**src/rtl/prefix_expression_stack_evaluator_core_macros.svh**
```systemverilog
// assertion helpers for the prefix expression evaluator
`ifndef PREFIX_EXPRESSION_STACK_EVALUATOR_CORE_MACROS_SVH
`define PREFIX_EXPRESSION_STACK_EVALUATOR_CORE_MACROS_SVH

// same-cycle implication, clocked on clk, quiet during reset
`define PESE_ASSERT_NOW(label, ante, cons, msg) \
	label: assert property (@(posedge clk) disable iff (!arst_n) (ante) |-> (cons)) \
		else $error(msg);

// next-cycle implication, clocked on clk, quiet during reset
`define PESE_ASSERT_NEXT(label, ante, cons, msg) \
	label: assert property (@(posedge clk) disable iff (!arst_n) (ante) |=> (cons)) \
		else $error(msg);

`endif

```
**src/rtl/pese_ram.sv**
```systemverilog
module pese_ram #(
	parameter int WIDTH = 32,
	parameter int DEPTH = 16
) (
	input  logic                     clk,
	input  logic                     we,
	input  logic [$clog2(DEPTH)-1:0] waddr,
	input  logic [WIDTH-1:0]         wdata,
	input  logic [$clog2(DEPTH)-1:0] raddr,
	output logic [WIDTH-1:0]         rdata
);
	logic [WIDTH-1:0] mem_q [DEPTH];

	always_ff @(posedge clk) begin
		if (we) begin
			mem_q[waddr] <= wdata;
		end
		rdata <= mem_q[raddr];
	end
endmodule

```
**config.mk**
```make
export PLATFORM = sky130hd
export DESIGN_NAME = pese_ram
export DESIGN_NICKNAME = d
export VERILOG_FILES = /design/src/rtl/prefix_expression_stack_evaluator_core_macros.svh /design/src/rtl/pese_ram.sv
export SDC_FILE = /design/constraint.sdc
export NUM_CORES = 1
export LEC_CHECK = 0
export BUFFER_PORTS_ARGS = -buffer_cell sky130_fd_sc_hd__buf_2
export CAP_MARGIN = 5
export CORE_MARGIN = 2
export CORE_UTILIZATION = 50
export CTS_BUF_LIST = sky130_fd_sc_hd__clkbuf_16
export DETAILED_ROUTE_END_ITERATION = 8
export PLACE_DENSITY = 0.67
export SLEW_MARGIN = 10
export SYNTH_ARGS = -nofsm -noshare
export SYNTH_HDL_FRONTEND = slang
export SYNTH_SLANG_ARGS = --single-unit
```
**constraint.sdc**
```tcl
create_clock -name clk -period 7.6 [get_ports clk]
set_clock_uncertainty 0.1 [all_clocks]
set_input_delay 1.52 -clock clk [delete_from_list [all_inputs] [get_ports clk]]
set_output_delay 1.52 -clock clk [all_outputs]
set_load 0.01 [all_outputs]
```
## After elaboration in Yosys (flattened, before gate mapping)

Memories as Yosys holds them, arrays and structs flattened. A register that Yosys moved wholly into a read port is not among the register bits.
Cells that the tools add are included.

| word-level totals | value |
|---|---|
| register bits after elaboration | 0 |
| word-level logic and storage cells | 3 |
| memories kept | 1 |
| output and inout bits | 32 |
| input bits | 42 |
| RAM bits | 512 |

Memory list:

| memory | depth | bits a word | rd ports | clocked after Yosys merged registers in | write ports | RTL line | source |
|---|---|---|---|---|---|---|---|
| mem_q | 16 | 32 | 1 | 1 | 1 | pese_ram.sv:12 | `logic [WIDTH-1:0] mem_q [DEPTH];` |

| operators by class | value |
|---|---|
| multiplexer cells | 2 |

Operators with widths:

| kind | number |
|---|---|
| $mux W1 | 2 |

## Logic depth before layout (Yosys ltp)

Gate-level depths: netlist of run 1.

| depth | value |
|---|---|
| word-level depth | 2 |
| mapped depth | 5 |
| depth with buffers taken out | 3 |

## Least setup slack after synthesis of run 1

No wires, ideal clock.

| timing | value |
|---|---|
| path kind | input-to-reg |
| start point | input waddr[2] |
| end point | memory mem_q[0][0] (enable) |
| library setup time | 461 ps |
| arrival time | 4238 ps |
| stages | 2 |
| setup slack | 2800 ps |
| path buffers | 0 |
| cells stage by stage | or3b_2 > nor3_1 |

RTL lines:

| what | RTL line | source |
|---|---|---|
| start: declaration | pese_ram.sv:7 | `input logic [$clog2(DEPTH)-1:0] waddr,` |
| end: declaration | pese_ram.sv:12 |  |

No word-level cell before the write port.

==> summary.txt, run 1 <==
Critical path
  • Reg-to-reg critical path startpoint: mem_q[7][30]$_DFFE_PP_
  • Worst setup path class: primary input to register
  • Worst r2r path cells: 3
  • Reg-to-reg setup timing slack: 6.18 ns
  • CP required: 7.94 ns
  • CP peak stage delay: 0.81 ns
  • Crit path max-delay family: buffers and inverters
  • Setup crit start kind: primary input
  • Worst r2r dst: rdata[30]$_DFF_P_
  • Critical path fanouts, max: 72
  • Crit path capture type: register
  • Crit path arrival time: 3.96 ns
  • Critical path's slowest cell: buf_4
  • Bufs and invs on worst path: 2
  • Critical path, cell by cell: buf_4, buf_4, mux4_2, a22oi_1, nand2_1
  • CP most frequent cell: buf_4

Detailed routing
  • Post-DR wirelength/cell: 26.51 um
  • Drt drc: 0
  • Detailed Route Iter0 Violations: 853
  • Via density: 5.924
  • Drt first pass iters: 5
  • Routed vias: 8909
  • Final wirelength: 39.88 mm
  • Post-route ant nets: 0

STA
  • Final cycle utilization of the critical path: 0.4764
  • RSZ-0062 raised after global routing: no
  • Final Setup Violations: 0
  • Max frequency: 0.2762 GHz
  • Slew @ Worst Pin: 1.076 ns
  • Setup TNS: 0 ns
  • Minimum clock period: 3.620 ns
  • Final worst setup slack: 3.980 ns
  • Rel. slew slack: 0.2827
  • Final slew viol count: 0
  • Final Hold Viols: 0

Placement
  • DP HPWL: 19.93 mm
  • Dpl ws: 3.402 ns
  • GPL Wtd Cong: 0.6845
  • I/O Buffers: 73

Finish
  • Syn-to-layout area delta: 13.82%
  • Layout cells sized above 1: 0.3147
  • Nets: 986

Floorplan
  • Overall die width: 203.3 um
  • Die ar.: 0.04132 sq mm
  • Core box area: 0.03892 sq mm
  • Io pins: 74
  • Rows: 72
  • Starting Density: 0.5102
  • Die height: 203.3 um

Power and ir drop
  • P_int: 0.004895 W
  • Clock network power share: 0.401
  • PD cells: 270.4 mW/mm^2
  • Peak VDD IR: 0.1485 mV
  • Comb power frac: 0.047
  • Cell leakage power: 7.288 nW
  • Power share of the sequential group: 0.552
  • Switch share: 0.1989
  • Net switching power: 0.001215 W

CTS
  • Quantity of hold-fixing buffers added after cts: 0
  • Clk_lat worst skew: 0.56 ns
  • Number of setup buffers added after CTS: 0
  • Clock buffer depth: 3
  • CTS Buf Count: 52
  • CTS root buf: clkbuf_16
  • TritonCTS clock tree: yes
  • H-tree levels: 2
  • CTS sink cnt: 544
  • Resized cells post-CTS: 0
  • Clk slew on worst S/H paths: 0.06 ns

Synthesis
  • YS warnings: 0
  • Synth unique cells: 18
  • Syn avg cell area: 23.69 sq um
  • Async set-reset flop share out of synthesis: 0
  • Number of enable flip-flop cells after synthesis: 512
  • Top cell type's share of synthesized area: 0.7744
  • Most common cell in the netlist: edfxtp_1
  • Synth Instances: 838
  • Synth top area cells: edfxtp_1 77%, mux4_2 15%, dfxtp_1 3.2%
  • Synthesized Nets: 880
  • Post-synth top cells: 512 x edfxtp_1, 128 x mux4_2, 64 x a22oi_1
  • Register area share after synthesis: 0.8067
  • Post-synthesis cell area: 0.01985 sq mm
  • Leading area contributor after synthesis: edfxtp_1
  • Flops & latches, synth: 544
  • Ys flop type: edfxtp_1

Hold path
  • Hold path startpoint: mem_q[14][14]$_DFFE_PP_
  • Hold Path Class: register to register
  • Hold path depth: 3
  • Worst hold endpoint: rdata[14]$_DFF_P_

Flow run
  • Max-cap violations: 0

Global route
  • GRT Overall Usage: 0.1972
  • First-pass GRT wire length: 58.76 mm
  • Total congestion overflow: 0
  • Initial antenna violation count: 3
  • Vias in the first global route: 9106
  • Pin count of the biggest net entering global routing: 112

Status
  • Outcome: finished, final reports clean
[per-stage QoR]
step                hold slack [ns]  instances  power, W  instance area, sq um  utilization
floorplan                    0.5349        838  0.003604                 19850            -
global placement             0.5456       1408  0.003724                 20970       0.5388
detailed placement           0.5536       1408  0.003731                 20970       0.5388
CTS                          0.5675       1503  0.006174                 22600       0.5806
global route                 0.5828       1503  0.006304                 22600       0.5806
finish                       0.5605       1504  0.006110                 22600       0.5807
[worst min-delay path: cells and delay by family, from the launching register on]
kind | cells | cell delay, ns
DFF | 1 | 0.31
muxes | 1 | 0.22
AOI/OAI and AO/OA | 1 | 0.06
and+or+nand+nor | 1 | 0.05
[registers in the layout, indices dropped and copies added (netlist names)]
name   cells
rdata     32
mem_q    512
[worst max path at each step]
| stage | endpoint | slack (ns) | from | cells after the start |
|---|---|---|---|---|
| 6_report | rdata[19]$_DFF_P_ | 3.98 | raddr[1] | 5 |
| 5_1_grt | rdata[19]$_DFF_P_ | 3.89 | raddr[1] | 5 |
| 4_1_cts | rdata[19]$_DFF_P_ | 3.99 | raddr[1] | 5 |
| 3_5_place_dp | rdata[19]$_DFF_P_ | 3.40 | raddr[1] | 5 |
| 3_3_place_gp | rdata[13]$_DFF_P_ | 3.41 | raddr[1] | 5 |
| 2_1_floorplan | mem_q[0][0]$_DFFE_PP_ | 2.80 | waddr[2] | 2 |
[power by group through the flow]
| stage | Sequential, W | Combinational (W) | Clock, W |
|---|---|---|---|
| floorplan | 0.00344 | 0.000161 | 0 |
| global placement | 0.00344 | 0.000289 | 0 |
| detailed placement | 0.00344 | 0.000293 | 0 |
| CTS | 0.00337 | 0.000294 | 0.00251 |
| global route | 0.00338 | 0.000313 | 0.00261 |
| finish | 0.00337 | 0.000288 | 0.00245 |
[cell families (layout without fill, tap and decap cells)]
| group | after synthesis | in the layout | synth area share |
|---|---|---|---|
| mux | 128 | 128 | 0.1452 |
| other cells | 0 | 1 | 0 |
| flops | 544 | 544 | 0.8067 |
| buf+inv | 43 | 190 | 0.01122 |
| compound gates | 64 | 64 | 0.02420 |
| simple gates | 59 | 59 | 0.01273 |
[routing by layer]
metal | share of wire | routed length, um | vias up | global-route usage
met3 | 0.070 | 2803 | 48 | 0.03404
met1 | 0.42 | 16700 | 4750 | 0.2864
li1 | - | - | 3790 | -
met4 | 0.014 | 568 | 4 | 0.04510
met5 | 0.00068 | 27 | - | 0
met2 | 0.50 | 19780 | 317 | 0.3185
[area by class of cell]
class,count,area [sq um]
clock buffers,53,1326
flip-flops and latches,544,16020
multi-input cells,251,3750
clock inverters,42,301.5
well taps,518,648.1
repair buffers,95,554.3
fillers,2811,16320
diodes,1,2.502
[cells in the final DEF, fill, tap and decap left out, drive strengths merged, types with 4 or more instances in the layout]
master / instances
nor2: 13
inv: 12
nor3: 4
a22oi: 64
clkbuf: 54
dfxtp: 32
clkinv: 24
nand2: 33
mux4: 128
edfxtp: 512
buf: 94
bufinv: 5
No activity file was read; power rests on OpenSTA's default activity.
==> run 2, diff against run 1 <==
--- a/config.mk
+++ b/config.mk
@@ -5,13 +5,14 @@
 export SDC_FILE = /design/constraint.sdc
 export NUM_CORES = 1
 export LEC_CHECK = 0
+export ABC_AREA = 1
 export BUFFER_PORTS_ARGS = -buffer_cell sky130_fd_sc_hd__buf_2
 export CAP_MARGIN = 5
 export CORE_MARGIN = 2
 export CORE_UTILIZATION = 50
 export CTS_BUF_LIST = sky130_fd_sc_hd__clkbuf_16
 export DETAILED_ROUTE_END_ITERATION = 8
-export PLACE_DENSITY = 0.67
+export PLACE_DENSITY = 0.69
 export SLEW_MARGIN = 10
 export SYNTH_ARGS = -nofsm -noshare
 export SYNTH_HDL_FRONTEND = slang
==> constraint.sdc (replaced) <==
create_clock -name clk -period 3 [get_ports clk]
set_clock_uncertainty 0.1 [all_clocks]
set_input_delay 0.6 -clock clk [delete_from_list [all_inputs] [get_ports clk]]
set_output_delay 0.6 -clock clk [all_outputs]
set_load 0.01 [all_outputs]
==> summary.txt, run 2 <==
Synthesis
  • Leading area contributor after synthesis: edfxtp_1
  • Synth top area cells: edfxtp_1 68%, nand2_1 11%, nand3_1 8.5%
  • Post-synthesis mux area share: 0
  • Syn avg cell area: 10.72 sq um
  • Synth unique cells: 15
  • Register area share after synthesis: 0.7046
  • Number of enable flip-flop cells after synthesis: 512
  • YS warnings: 0
  • Ys flop type: edfxtp_1
  • Top cell type's share of synthesized area: 0.6764
  • Flops & latches, synth: 544
  • Synth Instances: 2120
  • Synthesized Nets: 2162
  • Largest family of logic cells by synthesized area: simple AND/OR/NAND/NOR gates
  • Post-synthesis adder-cell area fraction: 0
  • Post-synth top cells: 677 x nand2_1, 512 x edfxtp_1, 388 x inv_1
  • Simple-gate share of the synthesized area: 0.2000
  • XOR/XNOR Fraction of Synth Area: 0
  • Async set-reset flop share out of synthesis: 0
  • Synth Area in Compound Gates: 0
  • Post-synthesis cell area: 0.02273 sq mm
  • Most common cell in the netlist: nand2_1

Floorplan
  • Overall die width: 217.2 um
  • Rows: 78
  • Io pins: 74
  • Starting Density: 0.5041
  • Die ar.: 0.04718 sq mm
  • Core box area: 0.04509 sq mm
  • Die height: 217.2 um

Power and ir drop
  • Clock network power share: 0.396
  • P_int: 0.01228 W
  • Peak VDD IR: 0.3817 mV
  • Switch share: 0.2234
  • Cell leakage power: 10.96 nW
  • Comb power frac: 0.063
  • PD cells: 619.1 mW/mm^2
  • Net switching power: 0.003533 W
  • Power share of the sequential group: 0.540

Finish
  • Max reg flops: 512
  • Most common cell after layout, fill and taps aside: nand2_1
  • Nets: 2238
  • Post-layout instance count excluding filler cells: 2843
  • Layout cells sized above 1: 0.09719
  • Most flops, register: mem_q
  • Syn-to-layout area delta: 12.35%
  • Ant. Diodes: 0
  • Top Registers: mem_q (512), rdata (32)
  • Most frequent cells in the layout: 677 x nand2_1, 512 x edfxtp_1, 400 x inv_1

Flow run
  • Max-cap violations: 0

CTS
  • Clock buffer depth: 3
  • H-tree levels: 2
  • Clk_lat worst skew: 0.60 ns
  • CTS sink cnt: 544
  • Resized cells post-CTS: 0
  • Quantity of hold-fixing buffers added after cts: 0
  • TritonCTS clock tree: yes
  • Clk slew on worst S/H paths: 0.06 ns
  • CTS root buf: clkbuf_16
  • CTS Buf Count: 55
  • Number of setup buffers added after CTS: 0

Hold path
  • Hold Path Class: primary input to register
  • Worst hold endpoint: mem_q[13][3]$_DFFE_PP_
  • Hold path startpoint: wdata[3]
  • Hold path depth: 1

Placement
  • GPL Wtd Cong: 0.7866
  • I/O Buffers: 73
  • Placed cells: 2739
  • DP HPWL: 28.19 mm

Critical path
  • Crit path arrival time: 1.15 ns
  • CP required: 2.30 ns
  • Crit path max-delay family: flip-flops
  • Critical path's slowest cell: dfxtp_1
  • Setup crit start kind: register
  • Reg-to-reg critical path startpoint: mem_q[5][31]$_DFFE_PP_
  • Critical path, cell by cell: buf_2
  • Critical path origin: rdata[10]$_DFF_P_
  • Worst r2r dst: rdata[31]$_DFF_P_
  • Worst r2r path cells: 6
  • Bufs and invs on worst path: 1
  • Crit path capture type: output port
  • Worst setup path class: register to output port
  • Critical path fanouts, max: 1
  • CP peak stage delay: 0.39 ns
  • Reg-to-reg setup timing slack: 1.89 ns

Detailed routing
  • Routed vias: 14700
  • Via density: 5.172
  • Final wirelength: 52.31 mm
  • Post-route ant nets: 0
  • Post-DR wirelength/cell: 18.40 um
  • Drt drc: 0
  • Drt first pass iters: 5
  • Detailed Route Iter0 Violations: 1437

STA
  • RSZ-0062 raised after global routing: no
  • Final slew viol count: 0
  • Rel. slew slack: 0.5221
  • Slew @ Worst Pin: 0.7169 ns
  • Max frequency: 0.5412 GHz
  • Minimum clock period: 1.848 ns
  • Final Hold Viols: 0
  • Final Setup Violations: 0
  • Hold Slack: 0.2696 ns
  • Final cycle utilization of the critical path: 0.6159
  • Setup TNS: 0 ns

Global route
  • Initial antenna violation count: 1
  • Total congestion overflow: 0
  • Pin count of the biggest net entering global routing: 133
  • GRT Overall Usage: 0.2276
  • First-pass GRT wire length: 81.97 mm
  • Vias in the first global route: 14780

Status
  • Outcome: finished, final reports clean
-- run 2: power by group through the flow --
stage / sequential [W] / clock, W / combinational, W
after floorplan: 0.00872 / 0 / 0.000579
after global placement: 0.00870 / 0 / 0.000982
after detailed placement: 0.00870 / 0 / 0.00100
after CTS: 0.00854 / 0.00636 / 0.00101
after global routing: 0.00856 / 0.00667 / 0.00111
final: 0.00854 / 0.00627 / 0.00100
-- run 2: layer usage --
metal  vias to the layer above  wire, um  track usage
li1                       7000         -            -
met3                       112      3505      0.03396
met1                      7047     21760       0.2987
met2                       544     25530       0.3842
met4                         0      1518      0.08790
met5                         -         0            0
-- run 2: metrics by stage --
step / total power [W] / cell area, sq um / utilization / setup slack (ns)
3_5_place_dp: 0.009705 / 23890 / 0.5298 / 0.7038
2_1_floorplan: 0.009303 / 22730 / - / 0.3073
5_1_grt: 0.01634 / 25540 / 0.5664 / 1.121
3_3_place_gp: 0.009680 / 23890 / 0.5298 / 0.7361
6_report: 0.01581 / 25540 / 0.5664 / 1.152
4_1_cts: 0.01592 / 25540 / 0.5664 / 1.127
-- run 2: cells by family after synthesis --
logic type,Yosys count
flops,544
simple gates,1081
buf+inv,495
-- run 2: cell type report --
| type | instances | area (sq um) |
|---|---|---|
| timing repair buffer | 124 | 984.7 |
| fill | 3675 | 19550 |
| clock inverter | 49 | 272.8 |
| multi-input combinational | 1081 | 4667 |
| tap | 600 | 750.7 |
| sequential | 544 | 16020 |
| inverter | 390 | 1471 |
| clock buffer | 55 | 1376 |
-- run 2: how the worst max path moves through the flow --
stage	end	slack [ns]	cells past startpoint
after floorplan	mem_q[10][0]$_DFFE_PP_	0.31	2
after global placement	rdata[31]$_DFF_P_	0.74	8
after detailed placement	rdata[31]$_DFF_P_	0.70	8
after CTS	rdata[10]	1.13	1
after global routing	rdata[10]	1.12	1
final	rdata[10]	1.15	1
==> run 3, diff against run 2 <==
==> constraint.sdc (replaced) <==
create_clock -name clk -period 1.6 [get_ports clk]
set_clock_uncertainty 0.1 [all_clocks]
set_input_delay 0.32 -clock clk [delete_from_list [all_inputs] [get_ports clk]]
set_output_delay 0.32 -clock clk [all_outputs]
set_load 0.01 [all_outputs]
==> summary.txt, run 3 (synthesis gave the netlist of run 2 again) <==
Status
  • Outcome: finished, final reports clean

Critical path
  • CP peak stage delay: 0.38 ns
  • Bufs and invs on worst path: 1
  • Worst path depth: 1
  • Crit path max-delay family: flip-flops
  • Critical path fanouts, max: 1
  • Crit path capture type: output port
  • Reg-to-reg setup timing slack: 0.44 ns
  • CP required: 1.18 ns
  • Crit path arrival time: 1.13 ns
  • Critical path's slowest cell: dfxtp_1
  • Worst setup path class: register to output port
  • Worst r2r path cells: 6
  • Critical path, cell by cell: buf_2
  • Setup crit start kind: register

STA
  • Final cycle utilization of the critical path: 0.9695
  • Rel. slew slack: 0.7421
  • Final Hold Viols: 0
  • Setup TNS: 0 ns
  • Slew @ Worst Pin: 0.3868 ns
  • Final slew viol count: 0
  • Max frequency: 0.6446 GHz
  • Final Setup Violations: 0
  • Minimum clock period: 1.551 ns
  • RSZ-0062 raised after global routing: no

Finish
  • Multi-input gate area: 0.004684 sq mm
  • Util after Layout: 0.5889
  • Nets: 2297
  • Layout cells sized above 1: 0.1192
  • Most common cell after layout, fill and taps aside: nand2_1
  • Sequential cell area: 0.01602 sq mm
  • Top Registers: mem_q (512), rdata (32)
  • Fillers: 3531
  • Syn-to-layout area delta: 16.81%
  • Max reg flops: 512
  • Post-layout instance count excluding filler cells: 2900
  • Most frequent cells in the layout: 673 x nand2_1, 512 x edfxtp_1, 407 x inv_1
  • Design Area, Final: 0.02655 sq mm
  • Most flops, register: mem_q

CTS
  • CTS root buf: clkbuf_16
  • Clock buffer depth: 3
  • TritonCTS clock tree: yes
  • Clk_lat worst skew: 0.59 ns
  • Clk slew on worst S/H paths: 0.06 ns
  • CTS Buf Count: 54
  • H-tree levels: 2
  • CTS sink cnt: 544

Power and ir drop
  • Peak VDD IR: 0.9450 mV
  • Power consumption: 0.03002 W
  • Cell leakage power: 11.40 nW
  • PD cells: 1131 mW/mm^2

Global route
  • GRT Overall Usage: 0.2299
  • Pin count of the biggest net entering global routing: 69
  • Vias in the first global route: 14480
  • Total congestion overflow: 0
  • First-pass GRT wire length: 82.69 mm
  • Initial antenna violation count: 1

Placement
  • Placed cell area: 0.02478 sq mm
  • DP HPWL: 32.03 mm
  • Placed cells: 2789
  • GPL Wtd Cong: 0.8271
  • I/O Buffers: 73

Hold path
  • Hold path depth: 1
  • Hold Path Class: primary input to register

Detailed routing
  • Drt drc: 0
  • Post-DR wirelength/cell: 18.43 um
  • Detailed Route Iter0 Violations: 1532
  • Via density: 5.138
  • Post-route ant nets: 0
  • Routed vias: 14900
  • Final wirelength: 53.46 mm
  • Drt first pass iters: 8

Floorplan
  • Die ar.: 0.04718 sq mm
  • Rows: 78
  • Starting Density: 0.5041
  • Die height: 217.2 um
  • Core box area: 0.04509 sq mm
  • Overall die width: 217.2 um
  • Io pins: 74

Flow run
  • Max-cap violations: 0
## run 3: changes by cell type in the layout (fill, tap and decap cells not counted), moves of 2 or more
| cell | delta |
|---|---|
| buf_12 | +40 |
| clkinv_1 | -9 |
| buf_4 | +10 |
| nand2_2 | +4 |
| clkinv_2 | -5 |
| inv_1 | +7 |
| clkinvlp_4 | +2 |
| dfxtp_1 | -2 |
| dlygate4sd3_1 | +10 |
| nand2_1 | -4 |
## run 3: path summary, 6_finish.rpt
check,start,endpoint
worst max-delay path,rdata[30]$_DFF_P_,rdata[30]
worst min-delay path,wdata[13],mem_q[14][13]$_DFFE_PP_
worst max register to register,mem_q[12][11]$_DFFE_PP_,rdata[11]$_DFF_P_
worst min register to register,mem_q[10][29]$_DFFE_PP_,rdata[29]$_DFF_P_
## run 3: layout make-up
type | instances | share of cell area
flip-flops and latches | 544 | 0.6034
multi-input cells | 1081 | 0.1764
repair buffers | 184 | 0.07384
inverters | 390 | 0.05542
clock buffers | 55 | 0.05184
well taps | 600 | 0.02827
clock inverters | 45 | 0.01074
diodes | 1 | 0.00009425
## run 3: what timing repair did
item | CTS | global route
gates resized for setup | 3 | 0
hold endpoints to repair | 118 | 0
setup endpoints to repair | 2 | 0
hold buffers | 10 | 0
setup buffers | 0 | 0
## run 3: metrics by stage
stage	hold WS (ns)	setup slack [ns]
after detailed placement	0.5415	-0.09075
after CTS	0.005367	0.02866
after global placement	0.5248	-0.07492
after floorplan	0.3189	-0.1566
final	0.03713	0.04874
after global routing	0.02336	0.02672
## run 3: layer usage
| layer | part of all wire | up-vias | wire length [um] | GRT usage |
|---|---|---|---|---|
| met5 | 0 | - | 0 | 0 |
| met3 | 0.068 | 86 | 3650 | 0.03159 |
| li1 | - | 7124 | - | - |
| met4 | 0.020 | 0 | 1049 | 0.05708 |
| met2 | 0.48 | 546 | 25890 | 0.3826 |
| met1 | 0.43 | 7145 | 22870 | 0.3218 |
## run 3: power by group
part	total (W)	internal (W)	switching [W]
Sequential	0.0160	0.0159	0.000104
Combinational	0.00212	0.000722	0.00140
Clock	0.0119	0.00669	0.00518
Total	0.0300	0.0233	0.00668
